===== config.mk =====
export PLATFORM = sky130hd
export DESIGN_NAME = utf8_validating_json_string_escaper
export DESIGN_NICKNAME = d
export VERILOG_FILES = /design/src/sv/jsesc_pkg.sv /design/src/sv/utf8_validating_json_string_escaper.sv
export VERILOG_INCLUDE_DIRS = /design/src /design/src/sv
export SDC_FILE = /design/constraint.sdc
export NUM_CORES = 1
export LEC_CHECK = 0
export ABC_AREA = 0
export BUFFER_PORTS_ARGS = -buffer_cell sky130_fd_sc_hd__buf_2
export CORE_MARGIN = 1.5
export CORE_UTILIZATION = 40
export CTS_CLUSTER_DIAMETER = 40
export CTS_CLUSTER_SIZE = 8
export DETAILED_ROUTE_END_ITERATION = 10
export PLACE_DENSITY = 0.68
export SLEW_MARGIN = 20
export SYNTH_ARGS = -nofsm -noshare
export SYNTH_HDL_FRONTEND = slang
export SYNTH_SLANG_ARGS = --single-unit

===== constraint.sdc =====
create_clock -name clk -period 8.25 [get_ports clk]
set_clock_uncertainty 0.2 [all_clocks]
set_input_delay 1.2375 -clock clk [delete_from_list [all_inputs] [get_ports clk]]
set_output_delay 1.2375 -clock clk [all_outputs]
set_load 0.05 [all_outputs]

===== src/sv/assert_macros.svh =====
// Assertion macros for the RTL of the escaper block
`ifndef ASSERT_MACROS_SVH
`define ASSERT_MACROS_SVH

// Same-cycle implication, checked on every rising edge outside reset
`define ASSERT_NOW(label, ante, cons, msg) \
  label: assert property (@(posedge clk) disable iff (!rst_n) (ante) |-> (cons)) \
    else $error(msg);

// Next-cycle implication, checked on every rising edge outside reset
`define ASSERT_NEXT(label, ante, cons, msg) \
  label: assert property (@(posedge clk) disable iff (!rst_n) (ante) |=> (cons)) \
    else $error(msg);

`endif


===== src/sv/jsesc_pkg.sv =====
// Package of types, codes and helper functions for the JSON string escaper
`timescale 1ns / 1ps

package jsesc_pkg;

  // Widths and reset values
  localparam int LENGTH_BITS_DEF = 16;
  localparam int MAX_LEN_W       = 16;
  localparam logic [MAX_LEN_W-1:0] MAX_LEN_RESET = 16'd4096;

  // Closing-quote status and internal error codes (shared encoding)
  localparam logic [1:0] STATUS_OK       = 2'd0;
  localparam logic [1:0] STATUS_TOO_LONG = 2'd1;
  localparam logic [1:0] STATUS_BAD_UTF8 = 2'd2;

  // Range the next continuation byte must fall in
  localparam logic [2:0] CLS_ANY  = 3'd0;  // 80..bf
  localparam logic [2:0] CLS_E0   = 3'd1;  // a0..bf
  localparam logic [2:0] CLS_ED   = 3'd2;  // 80..9f
  localparam logic [2:0] CLS_F0   = 3'd3;  // 90..bf
  localparam logic [2:0] CLS_F4   = 3'd4;  // 80..8f

  // Characters
  localparam logic [7:0] CH_QUOTE  = 8'h22;
  localparam logic [7:0] CH_BSLASH = 8'h5c;
  localparam logic [7:0] CH_U      = 8'h75;
  localparam logic [7:0] CH_ZERO   = 8'h30;

  typedef struct packed {
    logic [7:0] data_byte;
    logic       last;
    logic       empty_string;
  } in_item_t;

  typedef struct packed {
    logic [7:0] out_byte;
    logic       out_last;
    logic [1:0] status;
  } out_item_t;

  // Lower-case hex digit
  function automatic logic [7:0] hex_digit(input logic [3:0] nib);
    logic [7:0] ch;
    if (nib < 4'd10) begin
      ch = 8'h30 + {4'd0, nib};
    end else begin
      ch = 8'h57 + {4'd0, nib};
    end
    return ch;
  endfunction

  // Second character of a two-byte escape, zero when the byte has none
  function automatic logic [7:0] short_escape(input logic [7:0] b);
    logic [7:0] ch;
    unique case (b)
      8'h22:   ch = CH_QUOTE;
      8'h5c:   ch = CH_BSLASH;
      8'h08:   ch = 8'h62;  // b
      8'h0c:   ch = 8'h66;  // f
      8'h0a:   ch = 8'h6e;  // n
      8'h0d:   ch = 8'h72;  // r
      8'h09:   ch = 8'h74;  // t
      default: ch = 8'h00;
    endcase
    return ch;
  endfunction

  // Continuation byte check against the expected range
  function automatic logic cont_ok(input logic [7:0] b, input logic [2:0] cls);
    logic ok;
    unique case (cls)
      CLS_E0:  ok = (b >= 8'ha0) && (b <= 8'hbf);
      CLS_ED:  ok = (b >= 8'h80) && (b <= 8'h9f);
      CLS_F0:  ok = (b >= 8'h90) && (b <= 8'hbf);
      CLS_F4:  ok = (b >= 8'h80) && (b <= 8'h8f);
      default: ok = (b & 8'hc0) == 8'h80;
    endcase
    return ok;
  endfunction

endpackage


===== src/sv/utf8_validating_json_string_escaper.sv =====
// Top level of the JSON string escaper with strict UTF-8 and length checking
`timescale 1ns / 1ps
`include "assert_macros.svh"

// Takes one string byte per input transaction (last byte marked, or an
// empty_string transaction) and streams the JSON-quoted, escaped form one byte
// per output transaction, opening quote first. The bytes are checked as
// strict UTF-8 and against max_string_len; once a fault is seen no more
// escaped bytes leave, and the closing quote (out_last) carries the status:
// 0 ok, 1 too long, 2 invalid UTF-8, so the receiver keeps or drops what it
// got. Each input transaction is worked out in the cycle it is accepted and
// its output bytes (none to eight) are loaded into an eight-byte output shift
// register that drains at one byte per cycle while out_ready is high. A new
// input transaction is taken while the last queued byte leaves, so the
// output port's one byte per cycle, held off by out_ready, sets the rate.
// max_string_len is written through cfg_we/cfg_wdata; the user must write it
// only while the block is idle, as the block itself does not enforce this.
module utf8_validating_json_string_escaper #(
  parameter int LENGTH_BITS = jsesc_pkg::LENGTH_BITS_DEF
) (
  input  logic                           clk,
  input  logic                           rst_n,
  input  logic                           in_valid,
  output logic                           in_ready,
  input  jsesc_pkg::in_item_t            in_data,
  output logic                           out_valid,
  input  logic                           out_ready,
  output jsesc_pkg::out_item_t           out_data,
  input  logic                           cfg_we,
  input  logic [jsesc_pkg::MAX_LEN_W-1:0] cfg_wdata
);

  import jsesc_pkg::*;

  localparam int CMP_W = (LENGTH_BITS + 1 > MAX_LEN_W) ? LENGTH_BITS + 1 : MAX_LEN_W;
  localparam int SEQ_N = 8;

  // Configuration and per-string state
  logic [MAX_LEN_W-1:0]   max_len_r;
  logic                   opened_r, opened_nxt;
  logic [LENGTH_BITS-1:0] count_r, count_nxt;
  logic [1:0]             pend_r, pend_nxt;
  logic [2:0]             cls_r, cls_nxt;
  logic [1:0]             err_r, err_nxt;

  // Output shift register
  logic [7:0] seq_r [SEQ_N];
  logic [7:0] seq_nxt [SEQ_N];
  logic [3:0] rem_r, rem_nxt;
  logic       close_r, close_nxt;
  logic [1:0] status_r, status_nxt;

  // Datapath temporaries
  logic [7:0]       b;
  logic             end_str;
  logic [CMP_W-1:0] n_ext;
  logic             too_long;
  logic [1:0]       err_a, err_b, err_c;
  logic             u_ok;
  logic [1:0]       pend_u, pend_b;
  logic [2:0]       cls_u, cls_b;
  logic [7:0]       esc;
  logic             emit;
  logic [3:0]       k;

  logic in_fire, out_fire;

  assign in_fire  = in_valid && in_ready;
  assign out_fire = out_valid && out_ready;

  // Take a new transaction once the queue is empty or its last byte leaves
  assign in_ready  = (rem_r == 4'd0) || ((rem_r == 4'd1) && out_ready);
  assign out_valid = (rem_r != 4'd0);

  assign out_data.out_byte = seq_r[0];
  assign out_data.out_last = close_r && (rem_r == 4'd1);
  assign out_data.status   = (close_r && (rem_r == 4'd1)) ? status_r : STATUS_OK;

  // Length check and UTF-8 decode of the incoming byte
  always_comb begin
    b        = in_data.data_byte;
    end_str  = in_data.empty_string || in_data.last;
    n_ext    = CMP_W'(count_r) + CMP_W'(1);
    too_long = n_ext > CMP_W'(max_len_r);
    err_a    = too_long ? STATUS_TOO_LONG : err_r;

    u_ok   = 1'b1;
    pend_u = pend_r;
    cls_u  = cls_r;
    if (pend_r != 2'd0) begin
      u_ok = cont_ok(b, cls_r);
      if (u_ok) begin
        pend_u = pend_r - 2'd1;
        cls_u  = CLS_ANY;
      end
    end else begin
      priority if (b <= 8'h7f) begin
        u_ok = 1'b1;
      end else if ((b >= 8'hc2) && (b <= 8'hdf)) begin
        pend_u = 2'd1;
        cls_u  = CLS_ANY;
      end else if ((b >= 8'he0) && (b <= 8'hef)) begin
        pend_u = 2'd2;
        cls_u  = (b == 8'he0) ? CLS_E0 : (b == 8'hed) ? CLS_ED : CLS_ANY;
      end else if ((b >= 8'hf0) && (b <= 8'hf4)) begin
        pend_u = 2'd3;
        cls_u  = (b == 8'hf0) ? CLS_F0 : (b == 8'hf4) ? CLS_F4 : CLS_ANY;
      end else begin
        u_ok = 1'b0;
      end
    end

    // A length fault freezes the decoder; a UTF-8 fault never replaces it
    err_b  = err_a;
    pend_b = pend_r;
    cls_b  = cls_r;
    if (err_a != STATUS_TOO_LONG) begin
      pend_b = pend_u;
      cls_b  = cls_u;
      if (!u_ok && (err_a == STATUS_OK)) begin
        err_b = STATUS_BAD_UTF8;
      end
    end

    // Empty transaction carries no byte: state as it was
    if (in_data.empty_string) begin
      err_b  = err_r;
      pend_b = pend_r;
      cls_b  = cls_r;
    end

    // Truncated sequence at end of string
    err_c = err_b;
    if (end_str && (pend_b != 2'd0) && (err_b == STATUS_OK)) begin
      err_c = STATUS_BAD_UTF8;
    end

    esc  = short_escape(b);
    emit = !in_data.empty_string && (err_b == STATUS_OK);
  end

  // Assemble the output bytes of this transaction
  always_comb begin
    for (int i = 0; i < SEQ_N; i++) begin
      seq_nxt[i] = 8'h00;
    end
    k = 4'd0;
    if (!opened_r) begin
      seq_nxt[k[2:0]] = CH_QUOTE;
      k = k + 4'd1;
    end
    if (emit) begin
      if (esc != 8'h00) begin
        seq_nxt[k[2:0]]        = CH_BSLASH;
        seq_nxt[k[2:0] + 3'd1] = esc;
        k = k + 4'd2;
      end else if (b < 8'h20) begin
        seq_nxt[k[2:0]]        = CH_BSLASH;
        seq_nxt[k[2:0] + 3'd1] = CH_U;
        seq_nxt[k[2:0] + 3'd2] = CH_ZERO;
        seq_nxt[k[2:0] + 3'd3] = CH_ZERO;
        seq_nxt[k[2:0] + 3'd4] = hex_digit(b[7:4]);
        seq_nxt[k[2:0] + 3'd5] = hex_digit(b[3:0]);
        k = k + 4'd6;
      end else begin
        seq_nxt[k[2:0]] = b;
        k = k + 4'd1;
      end
    end
    close_nxt  = end_str;
    status_nxt = err_c;
    if (end_str) begin
      seq_nxt[k[2:0]] = CH_QUOTE;
      k = k + 4'd1;
    end
  end

  // Next string state
  always_comb begin
    opened_nxt = opened_r;
    count_nxt  = count_r;
    pend_nxt   = pend_r;
    cls_nxt    = cls_r;
    err_nxt    = err_r;
    if (in_fire) begin
      if (end_str) begin
        opened_nxt = 1'b0;
        count_nxt  = '0;
        pend_nxt   = 2'd0;
        cls_nxt    = CLS_ANY;
        err_nxt    = STATUS_OK;
      end else begin
        opened_nxt = 1'b1;
        count_nxt  = (count_r == '1) ? count_r : count_r + LENGTH_BITS'(1);
        pend_nxt   = pend_b;
        cls_nxt    = cls_b;
        err_nxt    = err_b;
      end
    end
  end

  // Queue occupancy
  always_comb begin
    rem_nxt = rem_r;
    if (in_fire) begin
      rem_nxt = k;
    end else if (out_fire) begin
      rem_nxt = rem_r - 4'd1;
    end
  end

  // Control registers
  always_ff @(posedge clk) begin
    if (!rst_n) begin
      max_len_r <= MAX_LEN_RESET;
      opened_r  <= 1'b0;
      count_r   <= '0;
      pend_r    <= 2'd0;
      cls_r     <= CLS_ANY;
      err_r     <= STATUS_OK;
      rem_r     <= 4'd0;
      close_r   <= 1'b0;
    end else begin
      if (cfg_we) begin
        max_len_r <= cfg_wdata;
      end
      opened_r <= opened_nxt;
      count_r  <= count_nxt;
      pend_r   <= pend_nxt;
      cls_r    <= cls_nxt;
      err_r    <= err_nxt;
      rem_r    <= rem_nxt;
      if (in_fire) begin
        close_r <= close_nxt;
      end
    end
  end

  // Output bytes: load on a new transaction, else shift as bytes leave
  always_ff @(posedge clk) begin
    if (in_fire) begin
      for (int i = 0; i < SEQ_N; i++) begin
        seq_r[i] <= seq_nxt[i];
      end
      status_r <= status_nxt;
    end else if (out_fire) begin
      for (int i = 0; i < SEQ_N - 1; i++) begin
        seq_r[i] <= seq_r[i+1];
      end
    end
  end

  // Checks
  `ASSERT_NOW(a_status_only_on_close, out_valid && !out_data.out_last,
              out_data.status == STATUS_OK, "status set on a non-closing byte")
  `ASSERT_NOW(a_class_needs_pending, pend_r == 2'd0, cls_r == CLS_ANY,
              "continuation class held with nothing pending")
  `ASSERT_NEXT(a_string_end_clears, in_fire && (in_data.last || in_data.empty_string),
               !opened_r && (count_r == '0) && (err_r == STATUS_OK) && out_valid,
               "string state not cleared after closing transaction")
  `ASSERT_NOW(a_queue_bound, 1'b1, rem_r <= 4'(SEQ_N),
              "output queue over its depth")

endmodule


## Yosys cells after proc, flatten, opt, wreduce, memory -nomap -nowiden

Memories as Yosys holds them, arrays and structs flattened.
Index checks and enable logic that the tools add are counted.

| word-level totals | value |
|---|---|
| register bits after elaboration | 47 |
| bits in latches | 0 |
| bits in writable memories | 64 |
| ROM bits | 0 |
| input port bits | 31 |
| output and inout bits | 13 |
| word-level logic and storage cells | 237 |
| memories | 1 |

Memories:

| memory | words | bits a word | rd ports | clocked after Yosys merged registers in | wr ports | line | RTL |
|---|---|---|---|---|---|---|---|
| seq_r | 8 | 8 | 8 | 0 | 8 | utf8_validating_json_string_escaper.sv:47 | `logic [7:0] seq_r [SEQ_N];` |

| cells by class | value |
|---|---|
| $add $sub $neg | 17 |
| multipliers | 0 |
| divide/modulo/power cells | 0 |
| $lt $le $gt $ge | 31 |
| eq/ne operators | 23 |
| shift-type cells | 0 |
| muxes and demuxes | 89 |
| bitwise gates (word level) | 29 |
| reductions and logical operators | 38 |

Operator list:

| cell | count |
|---|---|
| $bwmux 64 | 4 |
| $mux 64 | 4 |
| $mux 8 | 22 |
| $demux 8 s3 | 7 |
| $and 48x48->48 | 3 |
| $not 48->48 | 3 |
| $pmux 7 s7 | 1 |
| $ge 8x8->1 const B | 6 |
| $le 8x8->1 const B | 6 |
| $or 16x16->16 | 3 |
| $eq 8x4->1 const B | 5 |
| $or 40x40->40 | 1 |
| $mux 2 | 17 |
| $mux 3 | 11 |
| $and 31x32->32 | 1 |
| $eq 8x8->1 const B | 4 |
| $mux 16 | 2 |
| $not 32->32 | 1 |
| $or 32x32->32 | 1 |
| $ge 4x4->1 const B | 7 |
| $lt 4x1->1 const B | 7 |
| $not 3->4 | 7 |
| $and 24x24->24 | 1 |
| $mux 4 | 6 |
| 44 further kinds | 97 |

## Logic depth before layout (Yosys ltp)

Gate-level depths: netlist of run 1.

| depth | value |
|---|---|
| depth after elaboration | 24 |
| mapped depth | 15 |
| mapped depth without buffers | 14 |

## Worst setup path before layout of run 1

Ideal clock, no wire load.

| timing | value |
|---|---|
| path type | input to register |
| from | input out_ready |
| to | memory seq_r[0][0] (enable) |
| setup time | 0.410 ns |
| data arrival time | 4.276 ns |
| required time | 7.640 ns |
| slack | 3.364 ns |
| stages | 6 |
| path buffers | 2 |
| cells stage by stage | a21oi_1 > nor3_1 > nand2_1 > clkbuf_1 > clkbuf_1 > nand2_1 |

RTL lines:

| what | line | RTL |
|---|---|---|
| start: declaration | utf8_validating_json_string_escaper.sv:27 | `input logic out_ready,` |
| end: declaration | utf8_validating_json_string_escaper.sv:47 |  |

==> reports/metrics.cfg, run 1 <==
[timing]
fin_tns_setup_ns=0
hold_viol=0
slew_headroom_pct=38.0
period_minus_slack_ns=4.57
worst_slew_pin_slew_ns=0.924
fin_crit_sh_pct=55.4
grt_setup_unrepaired=no
fmax_mhz=219
slew_viol_final=0
setup_viol=0

[cts]
root_buffer=clkbuf_16
clock_sinks=99
cts_max_level=3
cts_resized=0
clock_path_buffers=2
cts_buffers=9
post-cts-setup-buffer-count=0
clk_pin_slew_worst_paths_ns=0.07
cts_tree=built
clk_latency_ns=0.35
ctsHoldBuffers=0

[critical_path]
path_common_cell=nand3_1
crit_slowest_cell=a211oi_1
cp_num_cells=14
rr_endpoint=seq_r[0][8]$_DFFE_PP_
worst_path_dominant_cell_family=simple AND/OR/NAND/NOR gates
r2r_slack_ns=3.68
path_cells=ha_1 -> nand3_1 -> or3_1 -> nor2_1 -> nand3_1 -> xnor2_1 -> ha_1 -> nand3_1 -> nor3_1 -> nor3_1 -> a211oi_1 -> or4b_4 -> nor2_1 -> a32o_1
cp-startpoint=count_r[0]$_SDFFE_PN0P_
cp-start-kind=register
critPathMaxStageDelay_ns=0.79
crit_fanout=12
r2r_cells=14
crit_type=reg2reg
worstPathRequired_ns=8.15
r2r_start=count_r[0]$_SDFFE_PN0P_
crit_path_end_kind=register
crit_end=seq_r[0][8]$_DFFE_PP_
path_buf_inv=0
cp_data_arrival_time_ns=4.47

[finish]
drive_gt1_share_pct=11.1
utilization_pct=45.5
num-fill-cells=1385
syn_to_final_growth_pct=9.97
nets=740
diodes=0

[route]
drtIter0Drc=349
vias=5035
drt_pass1_iterations=5
vias_per_cell=5.81
avgRoutedWirePerCell_um=16.4
route.detailed.drc=0
ant_nets=0
drt-total-wl_mm=14.2

[grt]
grt_max_degree=52
antenna_found_initial=0
grt_usage_pct=18.3
overflow=0
grt_first_pass_wirelength_mm=23.6
grt_pass1_vias=4778

[yosys]
synth-seq-area-share_pct=41.4
netlist_instances=657
synth_edf_count=54
synth.cell_area_um2=6090
synthDistinctLibCells=74
ys.flop_type=edfxtp_1
syn_avg_cell_area_um2=9.26
yosysWarnings=0
synth_fp_nets=720
ys_seq_elements=99
async_reset_ff_share_pct=0

[power_and_ir_drop]
vdd_drop_max_mv=0.136
power_density_nw_per_um2=259
p_leak_uw=0.00261

[placed_design]
dp_hpwl_mm=10.3
routabilityCongestion=0.876
port-buffer-count=43

[hold_path]
hold_class=reg2reg

[floorplan]
die_area_um2=16000
placementRows=44
core_area_um2=14700
start_util_pct=41.4
ioPinCount=44
fp.dieH_um=126
die_x_um=126

[status]
status=complete, no violations

[run]
maxCapViolCount=0

tightest hold or removal path: stages (launching register included):
cell and delay (ns):
dfxtp_1 0.31, nor2_1 0.10, nor3b_1 0.05
placed cells by master (no fill, tap or decap), drive strengths merged, types with 13 or more instances in the layout:
cell type	n
inv	35
mux2i	19
ha	32
edfxtp	54
dfxtp	45
nand2	65
o21ai	34
and2	15
a21oi	20
xnor2	13
nor2	41
buf	48
nand3	26
nor3	26
nor2b	30
state kept, by name, summed over array words and instances (netlist names):
| signal | cells |
|---|---|
| err_r | 2 |
| close_r | 1 |
| seq_r | 52 |
| max_len_r | 16 |
| status_r | 2 |
| opened_r | 1 |
| count_r | 16 |
| cls_r | 3 |
| pend_r | 2 |
| rem_r | 4 |
worst min path at each step:
stage,endpoint,cells past startpoint,start
after floorplan,max_len_r[12]$_SDFFE_PN1P_,2,max_len_r[12]$_SDFFE_PN1P_
after global placement,close_r$_SDFFE_PN0P_,2,close_r$_SDFFE_PN0P_
after detailed placement,close_r$_SDFFE_PN0P_,2,close_r$_SDFFE_PN0P_
after CTS,close_r$_SDFFE_PN0P_,2,close_r$_SDFFE_PN0P_
after global routing,seq_r[1][6]$_DFFE_PP_,1,seq_r[1][14]$_DFFE_PP_
final,close_r$_SDFFE_PN0P_,2,close_r$_SDFFE_PN0P_
cell usage after synthesis (all sizes together) (5+ instances only):
cell type	count	share of area (%)
nand2	65	4.0
edfxtp	54	27
dfxtp	45	15
nor2	41	2.5
inv	34	2.1
o21ai	34	2.9
ha	32	6.6
nor2b	30	3.1
clkbuf	26	1.6
nand3	26	2.1
nor3	26	2.4
a21oi	20	1.6
mux2i	19	3.1
and2	15	1.5
buf	13	1.4
xnor2	13	1.9
a22o	10	1.4
a22oi	10	1.2
and3	9	0.93
nand4	9	0.93
a21o	8	0.99
a21boi	7	0.86
o31ai	7	0.86
xor2	7	1.0
and4	6	0.86
a31oi	5	0.51
o41ai	5	0.84
or3	5	0.51
layer usage:
| metal | part of all wire [%] | global-route usage [%] |
|---|---|---|
| met4 | 2.1 | 6.69 |
| met5 | 0 | 0 |
| met3 | 4.7 | 3.75 |
| met1 | 44 | 22.6 |
| met2 | 49 | 31.6 |
kinds of logic (layout without fill, tap and decap cells):
group | count (synthesis) | after routing | synth area share [%]
AOI/OAI and AO/OA | 152 | 152 | 17.7
buffers and inverters | 73 | 98 | 5.12
and+or+nand+nor | 262 | 262 | 23.1
muxes | 19 | 19 | 3.12
xor gates and xnor gates | 20 | 20 | 2.88
DFF | 99 | 99 | 41.4
adders and majority gates | 32 | 32 | 6.58
stage by stage:
step	hold slack, ns	total power [uW]	worst slack [ns]	cell area (um2)	cells
floorplan	0.261	1210	3.36	6090	657
global placement	0.293	1310	3.83	6390	850
detailed placement	0.301	1330	3.71	6400	850
CTS	0.310	1750	3.69	6690	866
global route	0.332	1830	3.31	6690	866
finish	0.301	1730	3.68	6690	866
final cells by class:
type | instances | area (um2) | area share, %
Timing Repair Buffer | 48 | 253 | 3.78
Clock inverter | 7 | 67.6 | 1.01
Tap cell | 184 | 230 | 3.44
Multi-Input combinational cell | 485 | 3270 | 48.8
Inverter | 34 | 128 | 1.91
Clock buffer | 9 | 225 | 3.37
Sequential cell | 99 | 2520 | 37.7
report_power, final:
part	total [uW]	internal, uW	leakage, uW	switching (uW)
logic	539	151	0.00157	387
registers	773	727	0.000907	45.7
clock network	420	234	0.000137	186
(Power assumes the default switching activity.)
==> run 2: changes to the inputs <==
- PLACE_DENSITY: 0.68 -> 0.7
- clock period: 8.25 -> 3.7 ns (I/O delays scaled with it)
==> run 2 against run 1 <==
- cell count increased by 6.2%
- setup slack worse by 3.8 ns
- largest cell class unchanged
- global-route usage is 1.3 points higher
- highest routed layer unchanged
- the run now ends with negative setup slack left
==> reports/metrics.cfg, run 2 (synthesized netlist as in run 1, its figures left out) <==
[power_and_ir_drop]
switching_share_pct=36.5  ; was 35.8%
finalPower_uw=4030  ; was 1730 uW
vdd_drop_max_mv=0.240  ; was 0.136 mV
power_switching_uw=1470  ; was 619 uW
p_comb_share_pct=32.7  ; was 31.1%
p_int_uw=2560  ; was 1110 uW
power_frac_seq_pct=42.8  ; was 44.6%
p_leak_uw=0.00302  ; was 0.00261 uW
clkPwrFrac_pct=24.5  ; was 24.2%
power_density_nw_per_um2=537  ; was 259 nW/um2

[route]
drt-total-wl_mm=15.6  ; was 14.2 mm
avgRoutedWirePerCell_um=17.0  ; was 16.4 um
drt_pass1_iterations=6  ; was 5
route.detailed.drc=0  ; unchanged
ant_nets=0  ; unchanged
vias=5338  ; was 5035
vias_per_cell=5.80  ; was 5.81
drtIter0Drc=430  ; was 349

[timing]
setup_viol=7  ; was 0
worst_slack_ns=-0.123  ; was 3.68 ns
fin_tns_setup_ns=-0.309  ; was 0 ns
slew_headroom_pct=49.1  ; was 38.0%
holdWs_ns=0.220  ; was 0.301 ns
fmax_mhz=262  ; was 219 MHz
worst_slew_pin_slew_ns=0.763  ; was 0.924 ns
fin_crit_sh_pct=103  ; was 55.4%
slew_viol_final=0  ; unchanged
hold_viol=0  ; unchanged
grt_setup_unrepaired=yes  ; was no
period_minus_slack_ns=3.82  ; was 4.57 ns

[floorplan]
placementRows=44  ; unchanged
die_area_um2=16000  ; unchanged
ioPinCount=44  ; unchanged
core_area_um2=14700  ; unchanged
die_x_um=126  ; unchanged
start_util_pct=41.4  ; unchanged
fp.dieH_um=126  ; unchanged

[placed_design]
pre_cts_slack_ns=-0.346  ; was 3.71 ns
dp_cells=892  ; was 850
port-buffer-count=43  ; unchanged
routabilityCongestion=0.909  ; was 0.876
dp_hpwl_mm=10.8  ; was 10.3 mm

[grt]
overflow=0  ; unchanged
antenna_found_initial=0  ; unchanged
grt_usage_pct=19.6  ; was 18.3%
grt_first_pass_wirelength_mm=25.2  ; was 23.6 mm
grt_max_degree=52  ; unchanged
grt_pass1_vias=5104  ; was 4778

[critical_path]
worstPathRequired_ns=3.68  ; was 8.15 ns
r2r_start=count_r[4]$_SDFFE_PN0P_  ; was count_r[0]$_SDFFE_PN0P_
crit_end=seq_r[1][0]$_DFFE_PP_  ; was seq_r[0][8]$_DFFE_PP_
crit_path_end_kind=register  ; unchanged
rr_endpoint=seq_r[1][0]$_DFFE_PP_  ; was seq_r[0][8]$_DFFE_PP_
path_cells=nand4_1 -> or3_4 -> nor2_4 -> nand3_2 -> xnor2_2 -> ha_4 -> nand3_4 -> nor3_4 -> and3_4 -> a211oi_4 -> or4b_4 -> or3_4 -> o41ai_2  ; was ha_1 -> nand3_1 -> or3_1 -> nor2_1 -> nand3_1 -> xnor2_1 -> ha_1 -> nand3_1 -> nor3_1 -> nor3_1 -> a211oi_1 -> or4b_4 -> nor2_1 -> a32o_1
cp-startpoint=count_r[4]$_SDFFE_PN0P_  ; was count_r[0]$_SDFFE_PN0P_
critPathMaxStageDelay_ns=0.54  ; was 0.79 ns
crit_slowest_cell=or4b_4  ; was a211oi_1
r2r_cells=13  ; was 14
path_common_cell=or3_4  ; was nand3_1
r2r_slack_ns=-0.12  ; was 3.68 ns
cp-start-kind=register  ; unchanged
crit_type=reg2reg  ; unchanged
crit_fanout=5  ; was 12
cp_data_arrival_time_ns=3.81  ; was 4.47 ns

[cts]
cts_tree=built  ; unchanged
root_buffer=clkbuf_16  ; unchanged
clock_path_buffers=2  ; unchanged
cts_max_level=3  ; unchanged
clock_sinks=99  ; unchanged
cts_buffers=9  ; unchanged
clk_latency_ns=0.36  ; was 0.35 ns
clk_pin_slew_worst_paths_ns=0.08  ; was 0.07 ns

[finish]
final_common_cell=nand2_1  ; unchanged
syn_to_final_growth_pct=23.4  ; was 9.97%
diodes=0  ; unchanged
largest_register=seq_r  ; unchanged
reg.largest.list=seq_r: 52 flops, count_r: 16 flops, max_len_r: 16 flops  ; unchanged
nets=794  ; was 740
final_cell_mix=nand2_1, edfxtp_1, buf_4  ; was nand2_1, edfxtp_1, dfxtp_1
drive_gt1_share_pct=26.0  ; was 11.1%
largest_register_ffs=52  ; unchanged
num-fill-cells=1266  ; was 1385
finalNonFillerCells=920  ; was 866

[run]
maxCapViolCount=0  ; unchanged

[hold_path]
hold_class=in2reg  ; was reg2reg

[status]
violations=negative setup slack
status=finished, violations left  ; was complete, no violations

run 2: layout make-up:
type / count / area (um2) / area share (%)
clock inverters: 7 / 82.6 / 1.10
clock buffers: 9 / 225 / 3.00
flip-flops and latches: 99 / 2540 / 33.8
well taps: 184 / 230 / 3.06
repair buffers: 102 / 681 / 9.06
multi-input cells: 485 / 3630 / 48.3
inverters: 34 / 128 / 1.70
run 2: worst max-delay path: cells and delay by family, from the launching register on:
family	cells	cell delay [ns]
AO/OA/AOI/OAI	2	0.26
XOR/XNOR	1	0.18
adder cells (fa/ha/maj)	1	0.30
flip-flops	1	0.33
AND/OR/NAND/NOR	9	2.39
run 2: power groups by stage:
stage          Clock [uW]  Sequential (uW)  Combinational, uW
3_3_place_gp            0             1740               1230
5_1_grt              1040             1760               1440
3_5_place_dp            0             1750               1250
4_1_cts              1010             1730               1280
6_report              989             1730               1320
2_1_floorplan           0             1720                980
run 2: timing repair:
action | 4_1_cts | 5_1_grt
resized for setup | 27 | 37
hold buffers | 0 | 0
pin swaps | 14 | 16
gates cloned | 0 | 0
hold endpoints to repair | 0 | 0
setup endpoints to repair | 37 | 54
setup buffers | 5 | 8
run 2: metrics by stage:
step	cell area (um2)	utilization, %
after detailed placement	6790	46.2
after global routing	7510	51.1
after floorplan	6170	-
final	7510	51.1
after CTS	7270	49.5
after global placement	6790	46.2
run 2: worst min-delay path by stage:
| stage | startpoint | end | slack (ns) | depth (start not counted) |
|---|---|---|---|---|
| floorplan | max_len_r[12]$_SDFFE_PN1P_ | max_len_r[12]$_SDFFE_PN1P_ | 0.26 | 2 |
| global placement | cls_r[0]$_SDFFE_PN0P_ | cls_r[0]$_SDFFE_PN0P_ | 0.29 | 2 |
| detailed placement | close_r$_SDFFE_PN0P_ | close_r$_SDFFE_PN0P_ | 0.29 | 2 |
| CTS | cfg_wdata[12] | max_len_r[12]$_SDFFE_PN1P_ | 0.22 | 3 |
| global route | cfg_wdata[12] | max_len_r[12]$_SDFFE_PN1P_ | 0.24 | 3 |
| finish | cfg_wdata[12] | max_len_r[12]$_SDFFE_PN1P_ | 0.22 | 3 |
run 2: metal layers:
layer  global-route usage, %  vias up  wire, um
met5                       0        -         0
met4                    7.98        0       406
met3                    3.33       38       770
met2                    33.8      185      7800
met1                    24.3     2557      6650
li1                        -     2558         -
